===== src/hw/rtl/vgss_pkg.sv =====
package vgss_pkg;

    // opcodes
    localparam logic [2:0] OP_PUT_VOX = 3'd0;
    localparam logic [2:0] OP_CUT_VOX = 3'd1;
    localparam logic [2:0] OP_PUT_BOX = 3'd2;
    localparam logic [2:0] OP_CUT_BOX = 3'd3;
    localparam logic [2:0] OP_PUT_ELL = 3'd4;
    localparam logic [2:0] OP_CUT_ELL = 3'd5;
    localparam logic [2:0] OP_READ    = 3'd6;

    // status codes
    localparam logic [1:0] ST_OK       = 2'd0;
    localparam logic [1:0] ST_CLIP     = 2'd1;
    localparam logic [1:0] ST_ZERO_RAD = 2'd2;

    // config register indexes
    localparam int         CFG_IDX_W  = 2;
    localparam logic [1:0] CFG_RED    = 2'd0;
    localparam logic [1:0] CFG_GREEN  = 2'd1;
    localparam logic [1:0] CFG_BLUE   = 2'd2;
    localparam logic [1:0] CFG_ALPHA  = 2'd3;

    // shared multiplier widths
    localparam int MUL_A_W = 16;
    localparam int MUL_B_W = 28;
    localparam int PROD_W  = 44;

    typedef struct packed {
        logic [7:0] alpha;
        logic [7:0] blue;
        logic [7:0] green;
        logic [7:0] red;
    } t_rgba;

endpackage


===== src/hw/rtl/vgss_mul.sv =====
module vgss_mul (
    input  logic                         i_clk,
    input  logic [vgss_pkg::MUL_A_W-1:0] i_a,
    input  logic [vgss_pkg::MUL_B_W-1:0] i_b,
    output logic [vgss_pkg::PROD_W-1:0]  o_p
);
    always_ff @(posedge i_clk) begin
        o_p <= vgss_pkg::PROD_W'(i_a) * vgss_pkg::PROD_W'(i_b);
    end
endmodule


===== config.mk =====
export PLATFORM = sky130hd
export DESIGN_NAME = vgss_mul
export DESIGN_NICKNAME = d
export VERILOG_FILES = /design/src/hw/rtl/vgss_pkg.sv /design/src/hw/rtl/vgss_mul.sv
export SDC_FILE = /design/constraint.sdc
export NUM_CORES = 1
export LEC_CHECK = 0
export ABC_AREA = 1
export BUFFER_PORTS_ARGS = -buffer_cell sky130_fd_sc_hd__buf_2
export CORE_MARGIN = 3
export CORE_UTILIZATION = 65
export CTS_CLUSTER_DIAMETER = 80
export DETAILED_ROUTE_END_ITERATION = 12
export PLACE_DENSITY = 0.84
export SLEW_MARGIN = 20
export SYNTH_ARGS = -nofsm -noshare
export SYNTH_HDL_FRONTEND = slang
export SYNTH_SLANG_ARGS = --single-unit

===== constraint.sdc =====
create_clock -name i_clk -period 7.2 [get_ports i_clk]
set_clock_uncertainty 0.1 [all_clocks]
set_input_delay 1.44 -clock i_clk [delete_from_list [all_inputs] [get_ports i_clk]]
set_output_delay 1.44 -clock i_clk [all_outputs]
set_load 0.01 [all_outputs]

# Yosys cells after proc, flatten, opt, wreduce, memory -nomap -nowiden
# Index checks and enable logic that the tools add are counted.
dict set report word_totals {
  register_bits 44
  latch_bits 0
  ram_bits 0
  romBits 0
  out_inout_bits 44
  word_cells 2
  memories 0
}
dict set report op_classes {
  add_sub_neg 0
  n_mul 1
  div 0
  order_cmp 0
  eq_ne 0
  n_shift 0
  n_mux 0
  n_bitwise 0
  n_reduce_logical 0
}
# operator n
set op_table {}
lappend op_table {{$mul 16x28->44} 1}

# Logic depth before layout (Yosys ltp)
# Gate-level depths: netlist of the first run.
dict set report depth {
  depth_word 1
  mapped_depth 29
  depth_no_buf 27
}

# Worst setup path before layout of the first run
# Ideal clock, no wire load.
dict set report synth_path {
  kind {input to register}
  from {input i_a[1] (netlist bit)}
  to {register o_p[38] (netlist bit)}
  arrival_time_ns 6.374
  setup_slack_ns 0.614
  path_stages 27
  n_path_buf 2
  path_cell_list {clkbuf_1 buf_1 nand2_1 fa_1 inv_1 fa_1 inv_1 fa_1 inv_1 fa_1 fa_1 inv_1 fa_1 inv_1 ha_1 nand2_1 inv_1 nand2_1 inv_1 nand2_1 nand2_1 inv_1 nor2_1 nor2_1 nand2_1 nand2_1 nand2_1}
}
dict set report synth_via {
  elab_chain_cells 1
}
# item line
set synth_lines {}
lappend synth_lines {{from (decl)} vgss_mul.sv:3} ;# input logic [vgss_pkg::MUL_A_W-1:0] i_a,
lappend synth_lines {{$mul 16x28->44} vgss_mul.sv:8} ;# o_p <= vgss_pkg::PROD_W'(i_a) * vgss_pkg::PROD_W'(i_b);
lappend synth_lines {{to (signal assigned)} vgss_mul.sv:8}
lappend synth_lines {{to (decl)} vgss_mul.sv:5} ;# output logic [vgss_pkg::PROD_W-1:0] o_p
# No other way between the ends.

# Final worst setup path of the first run
dict set report layout_path {
  from {input i_a[1] (netlist bit)}
  to {register o_p[40] (netlist bit)}
}
# The elaborated chain is that of the path after synthesis.

==> results of run 1 <==
[layer usage]
layer / GRT usage / part of all wire / vias to the layer above
met5: 0 / 0 / -
met4: 0.144 / 0.055 / 0
met3: 0.0539 / 0.080 / 191
met2: 0.565 / 0.52 / 654
met1: 0.365 / 0.35 / 6671
li1: - / - / 6168
[worst max-delay path: cells and delay by family]
family	cells	cell delay [ns]
buffers and inverters	4	0.69
and+or+nand+nor	10	1.14
adders and majority gates	7	3.47
[through the flow]
stage | setup slack, ns | util | std cells | hold WS [ns] | cell area [sq um]
final | 0.516 | 0.697 | 2574 | 1.55 | 17100
after global routing | 0.172 | 0.697 | 2574 | 1.57 | 17100
after CTS | 0.532 | 0.697 | 2574 | 1.54 | 17100
after detailed placement | 0.235 | 0.690 | 2566 | 1.73 | 17000
after global placement | 0.348 | 0.690 | 2566 | 1.73 | 17000
after floorplan | 0.614 | - | 2247 | 1.63 | 16400
[kinds of logic after synthesis]
family,count (synthesis)
fa+ha+maj,478
compound gates,53
flops,44
buf+inv,812
xor+xnor,26
simple gates,834
[cell usage in the layout (no fill, tap or decap), types with 4 or more instances in the layout]
| master | instances |
|---|---|
| a21oi_1 | 30 |
| a31oi_1 | 4 |
| buf_2 | 88 |
| buf_4 | 11 |
| clkbuf_16 | 5 |
| dfxtp_1 | 44 |
| fa_1 | 362 |
| ha_1 | 116 |
| inv_1 | 708 |
| nand2_1 | 702 |
| nand2_2 | 14 |
| nand3_1 | 22 |
| nand3_2 | 8 |
| nor2_1 | 63 |
| nor2_2 | 6 |
| nor2_4 | 4 |
| nor3_1 | 10 |
| o21ai_0 | 16 |
| xnor2_1 | 7 |
| xor2_1 | 19 |
[layout make-up]
type | count | area (sq um) | area share
flip-flops and latches | 44 | 881 | 0.0514
repair buffers | 99 | 523 | 0.0305
clock buffers | 6 | 129 | 0.00752
inverters | 708 | 2660 | 0.155
well taps | 324 | 405 | 0.0236
clock inverters | 2 | 35.0 | 0.00204
multi-input cells | 1391 | 12500 | 0.730
[final timing paths]
check / slack (ns) / cells after the start / to
min: 1.55 / 3 / o_p[0]$_DFF_P_
max: 0.52 / 21 / o_p[40]$_DFF_P_
==> flow_summary_export.csv, run 1 <==
group,metric,value,unit
outcome,status,"finished, final reports clean",
floorplanning,die-area,27200,sq um
timing,rsz0062_at_grt,"no",
cells_and_area,area_growth,4.27,%
logic_synthesis,synth_top_area_frac,0.441,
floorplanning,num_rows,57,
global_routing,grt_pass1_vias,14626,
clock_network,htreeDepth,2,
floorplanning,initial_core_util,0.668,
logic_synthesis,synth_xor_area_frac,0.0138,
global_routing,grt_start_max_net_pins,29,
routing,viasPerCell,5.32,
timing,setup_violations,0,
routing,vias,13684,
clock_network,ctsResizeCount,0,
logic_synthesis,synth_cell_types,24,
cells_and_area,drive_gt1_frac,0.0613,
routing,drtIter0Drc,912,
run,maxCapViolations,0,
global_routing,grt.overflow.total,0,
timing,min_period_over_period,0.928,
worst_setup_path,cp_slowest_cell,"fa_1",
logic_synthesis,ys_seq_elements,44,
cells_and_area,final_nets,2772,
timing,slew_headroom,0.528,
logic_synthesis,synthCells,2247,
cells_and_area,largest_registers,"o_p: 44 flops",
floorplanning,num_io_pins,89,
timing,final_max_slew_viol_count,0,
routing,drt-pass1-iter-count,8,
global_routing,antenna_found_initial,0,
logic_synthesis,avgSynthCellArea,7.32,sq um
logic_synthesis,synth_top_family_by_area,"adder cells",
routing,routed_wl,40500,microns
worst_setup_path,worstPathArrival,6.77,ns
logic_synthesis,netlist_area,16400,sq um
logic_synthesis,synth_compound_area_frac,0.0169,
worst_setup_path,critical_path_class,"input pin to flop",
clock_network,cts_buffers,5,
clock_network,clockBufferDepth,2,
routing,routedWlPerCell,15.7,microns
logic_synthesis,yosys.area.top_type,"fa_1",
clock_network,clkSlewWorstSetupHoldPaths,0.06,ns
logic_synthesis,synth-edff-count,0,
hold_path,worst_hold_path_type,"input pin to flop",
logic_synthesis,synth-simple-area-share,0.202,
logic_synthesis,ys_top_cells_by_count,"inv_1 (708), nand2_1 (702), fa_1 (362), ha_1 (116), clkbuf_1 (91)",
global_routing,track_usage,0.314,
cells_and_area,regMostFlops,"o_p",
cells_and_area,largest_reg_flops,44,
hold_path,hold_start,"i_b[0]",
logic_synthesis,ys.flop_type,"dfxtp_1",
worst_setup_path,crit_chain,"buf_2, nand2_1, fa_1, fa_1, fa_1, inv_1, fa_1, fa_1, inv_1, fa_1, inv_1, ha_1, nand2_1, nor2_1, nand2_1, nor2_1, nand2_1, nand3_2, nand2_1, nand3_1, nand2_1",
place,hpwl,34000,microns
routing,ant_nets,0,
floorplanning,coreArea,24600,sq um
logic_synthesis,async_flop_share,0,
logic_synthesis,syn_nets,2770,
worst_setup_path,max_stage_delay,0.57,ns
worst_setup_path,cp-end-kind,"flop",
logic_synthesis,yosysMostFrequentCell,"inv_1",
cells_and_area,diodes,0,
timing,fin_tns_setup,0,ns
logic_synthesis,synth_fa_ha_area_frac,0.529,
worst_setup_path,cp_max_fo,28,
clock_network,cts.sinks,44,
timing,finalHoldViolCount,0,
floorplanning,fp.dieW,165,microns
logic_synthesis,seq_area_frac_synth,0.0536,
routing,route.detailed.drc,0,
worst_setup_path,crit_start,"i_a[1]",
place,port_buffers,88,
logic_synthesis,synth.mux.area_fraction,0,
worst_setup_path,setup.worst_path.start_class,"input pin",
global_routing,grt_pass1_wl,67600,microns
clock_network,cts_root_buffer,"clkbuf_16",
logic_synthesis,synthTopCellsByArea,"fa_1 (44%), inv_1 (16%), nand2_1 (16%)",
clock_network,hold_buffers,0,
timing,fmax,150,MHz
cells_and_area,fillers,1961,
place,routabilityCongestion,0.998,
clock_network,cts_tree,"built",
logic_synthesis,yosys_warnings,0,
timing,period_minus_slack,6.68,ns
worst_setup_path,required,7.28,ns
timing,tightest_slew,0.708,ns
floorplanning,die_h,165,microns
clock_network,post-cts-setup-buffers,0,
Power of run 1 is not shown: default switching activity piles up to over one toggle a cycle in this logic, so the estimate is an artifact.
==> inputs of run 2 (changes only) <==
--- a/config.mk
+++ b/config.mk
@@ -7,11 +7,11 @@
 export LEC_CHECK = 0
 export ABC_AREA = 1
 export BUFFER_PORTS_ARGS = -buffer_cell sky130_fd_sc_hd__buf_2
-export CORE_MARGIN = 3
-export CORE_UTILIZATION = 65
+export CORE_MARGIN = 1
+export CORE_UTILIZATION = 43
 export CTS_CLUSTER_DIAMETER = 80
 export DETAILED_ROUTE_END_ITERATION = 12
-export PLACE_DENSITY = 0.84
+export PLACE_DENSITY = 0.6
 export SLEW_MARGIN = 20
 export SYNTH_ARGS = -nofsm -noshare
 export SYNTH_HDL_FRONTEND = slang
==> flow_summary_export.csv, run 2 (synthesis gave the netlist of run 1 again) <==
group,metric,value,unit
outcome,status,"finished, final reports clean",
clock_network,htreeDepth,2,
hold_path,worst_hold_path_type,"input pin to flop",
global_routing,grt.overflow.total,0,
floorplanning,die_h,198,microns
worst_setup_path,worstPathArrival,6.77,ns
cells_and_area,largest_reg_flops,44,
floorplanning,fp.dieW,198,microns
floorplanning,num_rows,71,
place,routabilityCongestion,0.910,
timing,period_minus_slack,6.68,ns
cells_and_area,largest_registers,"o_p: 44 flops",
clock_network,clkSlewWorstSetupHoldPaths,0.07,ns
cells_and_area,area_growth,6.15,%
global_routing,grt_pass1_vias,13759,
hold_path,hold_path_depth,4,
routing,route.detailed.drc,0,
floorplanning,die-area,39000,sq um
worst_setup_path,cp_num_buf_inv,4,
routing,ant_nets,0,
timing,final_max_slew_viol_count,0,
worst_setup_path,cp-end-kind,"flop",
timing,tightest_slew,0.664,ns
clock_network,clockBufferDepth,2,
clock_network,ctsResizeCount,0,
timing,finalHoldViolCount,0,
global_routing,track_usage,0.227,
worst_setup_path,max_stage_delay,0.56,ns
timing,rsz0062_at_grt,"no",
worst_setup_path,crit_family,"adder cells",
floorplanning,num_io_pins,89,
floorplanning,coreArea,37700,sq um
clock_network,hold_buffers,0,
worst_setup_path,required,7.29,ns
routing,viasPerCell,4.73,
cells_and_area,final_common_cell,"inv_1",
hold_path,min_to,"o_p[0]$_DFF_P_",
routing,vias,13128,
timing,min_period_over_period,0.927,
worst_setup_path,crit_start,"i_a[1]",
place,port_buffers,88,
cells_and_area,fillers,3915,
timing,fmax,150,MHz
cells_and_area,drive_gt1_frac,0.0663,
cells_and_area,final_nets,2783,
clock_network,post-cts-setup-buffers,0,
worst_setup_path,setup.worst_path.start_class,"input pin",
clock_network,cts_root_buffer,"clkbuf_16",
timing,setup_violations,0,
routing,drtIter0Drc,661,
global_routing,antenna_found_initial,1,
run,maxCapViolations,0,
clock_network,cts_buffers,5,
worst_setup_path,cp_slowest_cell,"fa_1",
clock_network,cts.sinks,44,
floorplanning,initial_core_util,0.437,
worst_setup_path,cp_max_fo,28,
global_routing,grt_start_max_net_pins,29,
clock_network,cts_tree,"built",
hold_path,hold_start,"i_b[0]",
routing,routed_wl,42200,microns
cells_and_area,final_cell_mix,"inv_1 (708), nand2_1 (702), fa_1 (362)",
routing,routedWlPerCell,15.2,microns
timing,fin_tns_setup,0,ns
routing,drt-pass1-iter-count,5,
timing,slew_headroom,0.557,
cells_and_area,regMostFlops,"o_p",
worst_setup_path,crit_chain,"buf_2, nand2_1, fa_1, fa_1, fa_1, inv_1, fa_1, fa_1, inv_1, fa_1, inv_1, ha_1, nand2_1, nor2_1, nand2_1, nor2_1, nand2_1, nand3_2, nand2_1, nand3_1, nand2_1",
worst_setup_path,critical_path_class,"input pin to flop",
place,hpwl,35700,microns
global_routing,grt_pass1_wl,69300,microns
run 2: changes by cell type in the layout (fill, tap and decap cells not counted), sizes merged:
cell      delta
clkinvlp     +2
bufinv       -1
clkinv       -1
diode        +1
buf         +11
run 2: worst max-delay path by stage:
stage	to	slack (ns)	cells after the start
after detailed placement	o_p[40]$_DFF_P_	0.21	21
after global routing	o_p[39]$_DFF_P_	0.20	27
after floorplan	o_p[38]$_DFF_P_	0.61	27
after CTS	o_p[40]$_DFF_P_	0.50	21
final	o_p[40]$_DFF_P_	0.52	21
after global placement	o_p[40]$_DFF_P_	0.20	21
run 2: worst min-delay path, cell delays in order:
cell     delay (ns)
buf_2          0.11
buf_4          0.20
nand2_1        0.09
inv_1          0.04
run 2: cell type report:
class                           instances  area (sq um)  area share
Sequential cell                        44           881      0.0505
Inverter                              708          2660       0.152
Tap cell                              511           639      0.0366
Antenna cell                            1          2.50    0.000143
Clock inverter                          2          15.0    0.000860
Clock buffer                            6           139     0.00796
Multi-Input combinational cell       1391         12500       0.717
Timing Repair Buffer                  110           606      0.0347
run 2: through the flow:
| step | hold slack (ns) | worst slack [ns] | area, sq um | utilization | cells |
|---|---|---|---|---|---|
| 6_report | 1.54 | 0.524 | 17500 | 0.463 | 2773 |
| 5_1_grt | 1.55 | 0.196 | 17500 | 0.463 | 2772 |
| 4_1_cts | 1.53 | 0.501 | 17500 | 0.463 | 2772 |
| 3_5_place_dp | 1.73 | 0.208 | 17300 | 0.459 | 2764 |
| 3_3_place_gp | 1.73 | 0.203 | 17300 | 0.459 | 2764 |
| 2_1_floorplan | 1.63 | 0.614 | 16400 | - | 2247 |
run 2: per-layer routing:
metal / GRT usage / wire (microns) / share of wire
met5: 0 / 0 / 0
met4: 0.0528 / 913 / 0.022
met2: 0.425 / 22600 / 0.53
met3: 0.0215 / 1580 / 0.037
met1: 0.280 / 17200 / 0.41
Power of run 2 is left out for the same reason.
